## src/rtl/core/sct_pkg.sv

```systemverilog
// Package for the smartcard character transceiver.
// Holds the payload structs, ETU limits, command, status and phase codes.
// No dependencies.
package sct_pkg;

   // Width of the start-bit poll counter
   localparam int POLL_COUNT_BITS = 20;

   // ETU register: reset value is the default ETU factor of 372 divided by four
   localparam int ETU_FACTOR = 372;
   localparam logic [15:0] ETU_RESET = 16'(ETU_FACTOR / 4);
   localparam logic [15:0] ETU_MIN = 16'd8;

   // Polls taken when the request asks for zero
   localparam logic [POLL_COUNT_BITS-1:0] DEFAULT_POLLS = POLL_COUNT_BITS'(200000);

   // Command codes carried in mode
   localparam logic [1:0] MODE_TICK = 2'd0;
   localparam logic [1:0] MODE_SEND = 2'd1;
   localparam logic [1:0] MODE_RECV = 2'd2;

   // Completion status codes
   localparam logic [1:0] STATUS_OK = 2'd0;
   localparam logic [1:0] STATUS_TIMEOUT = 2'd1;
   localparam logic [1:0] STATUS_FALSE_START = 2'd2;

   // Frame engine phases
   localparam logic [3:0] PH_IDLE = 4'd0;
   localparam logic [3:0] PH_TX_START = 4'd1;
   localparam logic [3:0] PH_TX_DATA = 4'd2;
   localparam logic [3:0] PH_TX_PARITY = 4'd3;
   localparam logic [3:0] PH_TX_GUARD = 4'd4;
   localparam logic [3:0] PH_TX_TAIL = 4'd5;
   localparam logic [3:0] PH_RX_POLL = 4'd6;
   localparam logic [3:0] PH_RX_CONFIRM = 4'd7;
   localparam logic [3:0] PH_RX_DATA = 4'd8;
   localparam logic [3:0] PH_RX_PARITY = 4'd9;
   localparam logic [3:0] PH_RX_STOP = 4'd10;
   localparam logic [3:0] PH_RX_GUARD = 4'd11;
   localparam logic [3:0] PH_RX_TAIL = 4'd12;

   // One timer tick with its optional command
   typedef struct packed {
      logic [1:0]  mode;
      logic [7:0]  tx_byte;
      logic [19:0] rx_timeout;
      logic        line_level;
   } req_type;

   // Line drive and status for one tick
   typedef struct packed {
      logic       line_release;
      logic       busy_res;
      logic       done_res;
      logic [1:0] status;
      logic [7:0] rx_byte;
      logic       parity_error;
      logic       stop_missing;
   } rsp_type;

endpackage

```

## src/rtl/core/sct_frame_engine.sv

```systemverilog
// Character frame engine: phase sequencer, ETU tick counter and shift register.
// Advances by one tick per enabled cycle; result is combinational.
// Depends on sct_pkg.
module sct_frame_engine
   import sct_pkg::*;
(
   input  logic        clock,
   input  logic        reset,
   input  logic        step_en,
   input  logic [15:0] etu_length,
   input  req_type     req,
   output rsp_type     res
);

   logic [3:0]                 phase_ff, phase_in;
   logic [15:0]                tick_ff, tick_in;
   logic [3:0]                 bit_ff, bit_in;
   logic [7:0]                 shift_ff, shift_in;
   logic                       par_acc_ff, par_acc_in;
   logic                       par_smp_ff, par_smp_in;
   logic                       stop_smp_ff, stop_smp_in;
   logic [POLL_COUNT_BITS-1:0] polls_ff, polls_in;

   logic [15:0] len_e, len_h, len_q;
   logic        tick_event;

   // Reload values for a full, half and quarter ETU (ETU is never below 8)
   assign len_e = etu_length - 16'd1;
   assign len_h = {1'b0, etu_length[15:1]} - 16'd1;
   assign len_q = {2'b00, etu_length[15:2]} - 16'd1;

   // Next state and result for one tick
   always_comb begin
      phase_in    = phase_ff;
      tick_in     = tick_ff;
      bit_in      = bit_ff;
      shift_in    = shift_ff;
      par_acc_in  = par_acc_ff;
      par_smp_in  = par_smp_ff;
      stop_smp_in = stop_smp_ff;
      polls_in    = polls_ff;
      res         = '0;
      res.line_release = 1'b1;

      // Command decode, only when idle
      if (phase_ff == PH_IDLE) begin
         if (req.mode == MODE_SEND) begin
            phase_in   = PH_TX_START;
            tick_in    = len_e;
            shift_in   = req.tx_byte;
            par_acc_in = 1'b0;
            bit_in     = '0;
         end else if (req.mode == MODE_RECV) begin
            phase_in    = PH_RX_POLL;
            polls_in    = (req.rx_timeout != '0) ?
                          POLL_COUNT_BITS'(req.rx_timeout) : DEFAULT_POLLS;
            tick_in     = '0;
            shift_in    = '0;
            par_acc_in  = 1'b0;
            bit_in      = '0;
            par_smp_in  = 1'b0;
            stop_smp_in = 1'b0;
         end
      end

      // Line drive for this tick
      if (phase_in == PH_TX_START) begin
         res.line_release = 1'b0;
      end else if (phase_in == PH_TX_DATA) begin
         res.line_release = shift_in[0];
      end else if (phase_in == PH_TX_PARITY) begin
         res.line_release = par_acc_in;
      end

      // Interval countdown
      tick_event = (tick_in == '0);
      if (!tick_event) begin
         tick_in = tick_in - 16'd1;
      end

      // Phase transitions at interval end
      if (phase_in != PH_IDLE && tick_event) begin
         unique case (phase_in)
            PH_TX_START: begin
               phase_in = PH_TX_DATA;
               tick_in  = len_e;
            end
            PH_TX_DATA: begin
               par_acc_in = par_acc_in ^ shift_in[0];
               shift_in   = shift_in >> 1;
               bit_in     = bit_in + 4'd1;
               if (bit_in >= 4'd8) begin
                  phase_in = PH_TX_PARITY;
               end
               tick_in = len_e;
            end
            PH_TX_PARITY: begin
               phase_in = PH_TX_GUARD;
               tick_in  = len_e;
            end
            PH_TX_GUARD: begin
               phase_in = PH_TX_TAIL;
               tick_in  = len_h;
            end
            PH_TX_TAIL: begin
               phase_in     = PH_IDLE;
               res.done_res = 1'b1;
            end
            PH_RX_POLL: begin
               if (!req.line_level) begin
                  phase_in = PH_RX_CONFIRM;
                  tick_in  = len_h;
               end else if (polls_in == '0) begin
                  phase_in     = PH_IDLE;
                  res.done_res = 1'b1;
                  res.status   = STATUS_TIMEOUT;
               end else begin
                  polls_in = polls_in - POLL_COUNT_BITS'(1);
                  tick_in  = len_q;
               end
            end
            PH_RX_CONFIRM: begin
               if (req.line_level) begin
                  phase_in     = PH_IDLE;
                  res.done_res = 1'b1;
                  res.status   = STATUS_FALSE_START;
               end else begin
                  phase_in = PH_RX_DATA;
                  tick_in  = len_e;
               end
            end
            PH_RX_DATA: begin
               shift_in[bit_in[2:0]] = shift_in[bit_in[2:0]] | req.line_level;
               par_acc_in = par_acc_in ^ req.line_level;
               bit_in     = bit_in + 4'd1;
               if (bit_in >= 4'd8) begin
                  phase_in = PH_RX_PARITY;
               end
               tick_in = len_e;
            end
            PH_RX_PARITY: begin
               par_smp_in = req.line_level;
               phase_in   = PH_RX_STOP;
               tick_in    = len_e;
            end
            PH_RX_STOP: begin
               stop_smp_in = req.line_level;
               phase_in    = PH_RX_GUARD;
               tick_in     = len_e;
            end
            PH_RX_GUARD: begin
               phase_in = PH_RX_TAIL;
               tick_in  = len_h;
            end
            PH_RX_TAIL: begin
               phase_in         = PH_IDLE;
               res.done_res     = 1'b1;
               res.status       = STATUS_OK;
               res.rx_byte      = shift_in;
               res.parity_error = par_acc_in ^ par_smp_in;
               res.stop_missing = !stop_smp_in;
            end
            default: begin
               // unused phase codes fall back to idle
               phase_in = PH_IDLE;
               tick_in  = '0;
            end
         endcase
      end

      res.busy_res = (phase_in != PH_IDLE);
   end

   // State registers, advanced once per accepted tick
   always_ff @(posedge clock) begin
      if (reset) begin
         phase_ff    <= PH_IDLE;
         tick_ff     <= '0;
         bit_ff      <= '0;
         shift_ff    <= '0;
         par_acc_ff  <= 1'b0;
         par_smp_ff  <= 1'b0;
         stop_smp_ff <= 1'b0;
         polls_ff    <= '0;
      end else if (step_en) begin
         phase_ff    <= phase_in;
         tick_ff     <= tick_in;
         bit_ff      <= bit_in;
         shift_ff    <= shift_in;
         par_acc_ff  <= par_acc_in;
         par_smp_ff  <= par_smp_in;
         stop_smp_ff <= stop_smp_in;
         polls_ff    <= polls_in;
      end
   end

endmodule

```

## src/rtl/core/smartcard_character_transceiver.sv

```systemverilog
// Smartcard character transceiver, top level.
// ETU register, request handshake and response register around the frame engine.
// Depends on sct_pkg and sct_frame_engine.
//
// Usage:
//  - req channel: one transaction per timer tick, carrying the sampled I/O
//    line and an optional command (send a byte, or receive one with a
//    start-bit timeout in quarter-ETU polls). Commands are ignored while busy.
//  - rsp channel: exactly one transaction per request, giving the line drive
//    for that tick, busy, done and on completion the status, received byte,
//    parity and stop-bit error flags.
//  - csr channel: writes the ETU length in ticks, clamped to 8..65535. Write
//    only while no operation is running. Always ready.
//  - Responses are registered: a request's response is valid in the cycle
//    after it is accepted. Throughput is one request per cycle while rsp_ready
//    is high, with the combinational frame engine update between the registers.
//  - When rsp_ready is low the response register holds and req_ready drops
//    until it is taken; engine state advances only on accepted requests.
//  - Reset returns the engine to idle, empties the response register and
//    loads the ETU length with 93.
module smartcard_character_transceiver
   import sct_pkg::*;
(
   input  logic        clock,
   input  logic        reset,
   input  logic        req_valid,
   output logic        req_ready,
   input  req_type     req_payload,
   output logic        rsp_valid,
   input  logic        rsp_ready,
   output rsp_type     rsp_payload,
   input  logic        csr_valid,
   output logic        csr_ready,
   input  logic [15:0] csr_wdata
);

   logic [15:0] etu_ff;
   logic        rsp_valid_ff;
   rsp_type     rsp_ff;
   rsp_type     eng_res;
   logic        req_fire;

   // Handshakes
   assign req_ready = !rsp_valid_ff || rsp_ready;
   assign req_fire  = req_valid && req_ready;
   assign csr_ready = 1'b1;

   // ETU register, clamped on write
   always_ff @(posedge clock) begin
      if (reset) begin
         etu_ff <= ETU_RESET;
      end else if (csr_valid) begin
         etu_ff <= (csr_wdata < ETU_MIN) ? ETU_MIN : csr_wdata;
      end
   end

   sct_frame_engine u_engine (
      .clock      (clock),
      .reset      (reset),
      .step_en    (req_fire),
      .etu_length (etu_ff),
      .req        (req_payload),
      .res        (eng_res)
   );

   // Response register
   always_ff @(posedge clock) begin
      if (reset) begin
         rsp_valid_ff <= 1'b0;
      end else if (req_fire) begin
         rsp_valid_ff <= 1'b1;
      end else if (rsp_ready) begin
         rsp_valid_ff <= 1'b0;
      end
   end

   always_ff @(posedge clock) begin
      if (req_fire) begin
         rsp_ff <= eng_res;
      end
   end

   assign rsp_valid   = rsp_valid_ff;
   assign rsp_payload = rsp_ff;

   // Checks
   a_etu_range: assert property (@(posedge clock) disable iff (reset)
      etu_ff >= ETU_MIN)
      else $error("ETU length below minimum");

   a_rsp_follows_req: assert property (@(posedge clock) disable iff (reset)
      req_fire |=> rsp_valid_ff)
      else $error("accepted request produced no response");

   a_fields_only_with_done: assert property (@(posedge clock) disable iff (reset)
      rsp_valid_ff && !rsp_ff.done_res |->
         rsp_ff.status == STATUS_OK && rsp_ff.rx_byte == 8'd0 &&
         !rsp_ff.parity_error && !rsp_ff.stop_missing)
      else $error("completion fields set without done");

   a_drive_only_busy: assert property (@(posedge clock) disable iff (reset)
      rsp_valid_ff && !rsp_ff.line_release |-> rsp_ff.busy_res)
      else $error("line driven low while idle");

   a_done_not_busy: assert property (@(posedge clock) disable iff (reset)
      rsp_valid_ff && rsp_ff.done_res |-> !rsp_ff.busy_res)
      else $error("done reported while still busy");

endmodule
```

## config.mk

```make
export PLATFORM = sky130hd
export DESIGN_NAME = smartcard_character_transceiver
export DESIGN_NICKNAME = d
export VERILOG_FILES = /design/src/rtl/core/sct_pkg.sv /design/src/rtl/core/sct_frame_engine.sv /design/src/rtl/core/smartcard_character_transceiver.sv
export SDC_FILE = /design/constraint.sdc
export NUM_CORES = 1
export LEC_CHECK = 0
export BUFFER_PORTS_ARGS = -buffer_cell sky130_fd_sc_hd__clkbuf_2
export CAP_MARGIN = 10
export CORE_MARGIN = 1
export CORE_UTILIZATION = 60
export DETAILED_ROUTE_END_ITERATION = 7
export PLACE_DENSITY_LB_ADDON = 0.15
export SYNTH_ARGS = -nofsm -noshare
export SYNTH_HDL_FRONTEND = slang
export SYNTH_SLANG_ARGS = --single-unit
```

## constraint.sdc

```tcl
create_clock -name clock -period 7.66 [get_ports clock]
set_input_delay 1.149 -clock clock [delete_from_list [all_inputs] [get_ports clock]]
set_output_delay 1.149 -clock clock [all_outputs]
set_load 0.02 [all_outputs]
```

After elaboration in Yosys (flattened, before gate mapping)
Cells that the tools add are included.
{"block": "totals", "reg_bits": 87}
{"block": "op_classes", "n_addsub": 6, "magnitude_cmp": 4, "n_eq_ne": 14, "mux": 67, "bitwise_logic": 4, "n_reduce_logical": 18}
{"op": "20-bit 2-to-1 mux", "count": 8}
{"op": "16-bit 2-to-1 mux", "count": 9}
{"op": "16-bit one-hot mux with 5 select lines", "count": 1}
{"op": "4-bit 2-to-1 mux", "count": 14}
{"op": "4-bit one-hot mux with 10 select lines", "count": 1}
{"op": "8-bit 2-to-1 mux", "count": 4}
{"op": "16-bit by 1-bit subtractor with 16-bit output (second input constant)", "count": 2}
{"op": "4-bit equality test (second input constant)", "count": 5}
{"op": "20-bit zero test", "count": 1}
{"op": "1-bit 2-to-1 mux", "count": 20}
{"op": "20-bit nonzero test", "count": 1}
{"op": "20-bit by 1-bit subtractor with 20-bit output (second input constant)", "count": 1}
{"op": "4-bit by 3-bit equality test with 1-bit output (second input constant)", "count": 4}
{"op": "16-bit zero test", "count": 1}
{"op": "16-bit by 4-bit less-than comparator with 1-bit output (second input constant)", "count": 1}
{"op": "8-bit one-hot mux with 2 select lines", "count": 1}
{"op": "15-bit by 1-bit subtractor with 16-bit output (second input constant)", "count": 1}
{"op": "14-bit by 1-bit subtractor with 15-bit output (second input constant)", "count": 1}
{"op": "3-bit 2-to-1 mux", "count": 3}
{"op": "8-bit bitwise mux", "count": 1}
{"op": "4-bit by 2-bit equality test with 1-bit output (second input constant)", "count": 2}
{"op": "4-bit nonzero test", "count": 2}
{"op": "2-bit OR reduction", "count": 3}
{"op": "6-bit OR reduction", "count": 1}
{"op": "other kinds (20)", "count": 25}

Depth between registers and ports, before layout
{"block": "depth", "depth_word": 11, "depth_mapped": 17, "ltp_nobuf": 12}

Cells and area by module
A second synthesis with hierarchy kept.
{"block": "hier_totals", "hier_cells": 991, "hier_area_um2": 7552.2}
{"module": "sct_frame_engine", "n_inst": 1, "cells_per_inst": 909, "area_each_um2": 6444.9}
{"module": "smartcard_character_transceiver", "n_inst": 1, "cells_per_inst": 82, "area_each_um2": 1107.3}

Worst setup path before layout
No wires, ideal clock.
{"block": "synth_timing", "kind": "input to register", "startpoint": "input req_payload[30] (netlist name)", "endpoint": "register rsp_ff, in the netlist rsp_payload[13] (data pin)", "arrival_ns": 5.040, "required_time_ns": 7.385, "setup_slack_ns": 2.345, "stages": 16, "path_cell_list": "clkbuf_1 > nand2b_1 > nor2_1 > clkbuf_1 > clkbuf_1 > mux2i_1 > ha_1 > nor4b_1 > nand4_1 > a211oi_1 > or4b_1 > clkbuf_1 > nor2_1 > a221oi_1 > a221oi_1 > nand4_1"}
{"item": "start, declared", "line": "smartcard_character_transceiver.sv:28", "source": "input req_type req_payload,"}
{"item": "end signal, assigned", "line": "smartcard_character_transceiver.sv:79", "source": "rsp_ff <= eng_res;"}
{"item": "end, declared", "line": "smartcard_character_transceiver.sv:39", "source": "rsp_type rsp_ff;"}

==> results_dict.tcl <==
set metrics [dict create \
    area_delta_synth_final_pct 7.62 \
    clk_pin_slew_worst_paths_ns 0.07 \
    yosys.cell_types.count 89 \
    avgSynthCellArea_um2 7.40 \
    vias_per_cell 6.92 \
    yosysWarningCount 0 \
    n_fill_cell 1127 \
    rows 40 \
    place.gp.congestion 0.970 \
    initial_core_util_pct 62.1 \
    drv_cap 0 \
    cts_setup_buffers 0 \
    ys_seq_area_share_pct 25.1 \
    hold_violations 0 \
    pre_cts_slack_ns 2.28 \
    die_y_um 114 \
    post-route-period-util_pct 66.8 \
    numPortBuffers 68 \
    grt_max_degree 85 \
    drive_above_1_share_pct 12.2 \
    final_area_um2 8100 \
    firstDrtPassIters 6 \
    vias 8260 \
    cpMaxStageDelayCell "or4b_1" \
    worst-path-max-fanout 18 \
    layout_commonest_cell "nor2_1" \
    synthFlopType "dfxtp_1" \
    start_kind "primary input" \
    antenna_left 0 \
    synth_cells 1016 \
    worstHoldPathType "reg2reg" \
    ir_worst_vdd_uv 190 \
    max_stage_delay_ns 0.59 \
    synth_edf_count 15 \
    setup_viol_count_final 0 \
    netlist_area_um2 7520 \
    final_cell_mix "nor2_1 (97), nand2_1 (95), o21ai_0 (80)" \
    core_area_um2 12100 \
    multi_input_area_um2 5210 \
    cts.sinks 87 \
    drt_iter0_markers 1171 \
    clk_root_buffer_cell "clkbuf_16" \
    finalSetupTns_ns 0 \
    path_class "in2reg" \
    grt_overflow 0 \
    die-area_um2 13000 \
    power_per_cell_area_nw_per_um2 194 \
    antenna_cells 0 \
    fp.dieW_um 114 \
    antenna_found_initial 0 \
    grt_pass1_vias 7539 \
    wire_per_inst_um 19.6 \
    final_core_util_pct 66.8 \
    grt_pass1_wl_um 37900 \
    seqCellArea_um2 1890 \
    place_area_um2 7780 \
    worst_pin_slew_ns 1.09 \
    dp_hpwl_um 16300 \
    tritoncts "built" \
    slew_headroom_pct 27.6 \
    io_pins 70 \
    routed_wl_um 23500 \
    h-tree-depth 3 \
    cts_made_buffers 9 \
    postLayoutSetupSlackWorst_ns 2.54 \
    status "finished clean" \
    clockBufferDepth 2 \
    ys_ff_latch 87 \
    crit_arrival_ns 5.21 \
    clk_latency_ns 0.36 \
    drv_slew 0 \
    rsz0062_at_grt "false" \
    async_flop_share_pct 0 \
    syn_nets 1074 \
    cts_resized 0 \
    grt_usage_pct 36.9 \
    end_kind "register" \
    drc 0 \
    leakage_uw 0.00283 \
    cp.required_ns 7.76 \
    skew_ns 0.00975 \
    hold_buffers 0 \
    crit_path_cell_trace "clkbuf_2 > nand2b_1 > nor2_2 > mux2i_1 > ha_1 > nor4b_1 > nand4_1 > a211oi_1 > or4b_1 > nor2_1 > a221oi_1 > a221oi_1 > nand4_1" \
    fin_nets 1079 \
    final.min_clock_period_ns 5.12 \
    fmax_ghz 0.195 \
]
[path summary, 6_finish.rpt]
kind / from / to / slack [ns] / depth (start not counted)
worst max register to register: u_engine.phase_ff[3] / u_engine.shift_ff[0] / 2.65 / 11
worst min register to register: u_engine.polls_ff[19] / u_engine.polls_ff[19] / 0.47 / 2
worst max-delay path: req_payload[30] / rsp_payload[13] / 2.54 / 13
worst min-delay path: u_engine.polls_ff[19] / u_engine.polls_ff[19] / 0.47 / 2
[where the power goes]
part	leakage, µW	internal [µW]	switching [µW]
combinational	0.00194	202	357
clock	0.000148	256	204
sequential	0.000741	502	48.2
[metal layers]
layer	vias up	track usage, %	part of all wire, %
li1	3863	-	-
met1	3789	49.0	41
met2	530	57.4	44
met3	78	8.77	11
met4	0	15.5	3.2
met5	-	0	0
[synth_stat cells, drive strengths merged, types with 12 or more instances]
library cell,count,area (µm²)
o22ai,22,138
or3,12,75.1
nor2,99,379
edfxtp,15,450
nand4,16,106
a22oi,13,97.6
nand2,96,363
o21ai,83,419
clkbuf,64,240
nor4,26,196
buf,19,118
xnor2,35,307
or4,16,128
a21oi,46,230
a31oi,29,181
inv,18,67.6
mux2i,23,230
nand3,36,180
nor3,41,205
xor2,16,140
a21o,12,90.1
nor2b,12,75.1
nand2b,15,93.8
o211ai,22,170
dfxtp,72,1440
[registers in the layout, summed over array words and instances (netlist names)]
register              flops
u_engine.shift_ff         8
u_engine.tick_ff         16
etu_ff                   16
u_engine.phase_ff         4
u_engine.par_acc_ff       1
u_engine.bit_ff           4
rsp_valid                 1
rsp_payload              15
u_engine.par_smp_ff       1
u_engine.stop_smp_ff      1
u_engine.polls_ff        20
[worst max-delay path: cells and delay by family]
kind / cells / cell delay, ns
AND/OR/NAND/NOR: 7 / 2.19
AO/OA/AOI/OAI: 3 / 0.90
buffers and inverters: 1 / 0.33
multiplexers: 1 / 0.33
adder cells (fa/ha/maj): 1 / 0.30
[final cells by class]
type	count	area share [%]
multi-input combinational	828	64.3
timing repair buffer	77	5.04
tap	168	2.60
inverter	18	0.835
clock inverter	7	1.05
sequential	87	23.4
clock buffer	9	2.78
[kinds of logic (layout without fill, tap and decap cells)]
logic type	after synthesis	count (layout)	share of synthesized area, %
AOI/OAI and AO/OA	322	322	28.8
other	1	1	0.0499
adders and majority gates	7	7	1.13
muxes	30	30	4.16
buffers and inverters	101	111	5.66
xor gates and xnor gates	51	51	5.94
DFF	87	87	25.1
and+or+nand+nor	417	417	29.1
[stage by stage]
step	instances	hold slack, ns	power [µW]
after CTS	1194	0.468	1550
after global placement	1178	0.455	1090
final	1194	0.472	1570
after detailed placement	1178	0.452	1090
after global routing	1194	0.493	1640
after floorplan	1016	0.419	960
No activity file was read; power rests on OpenSTA's default activity.
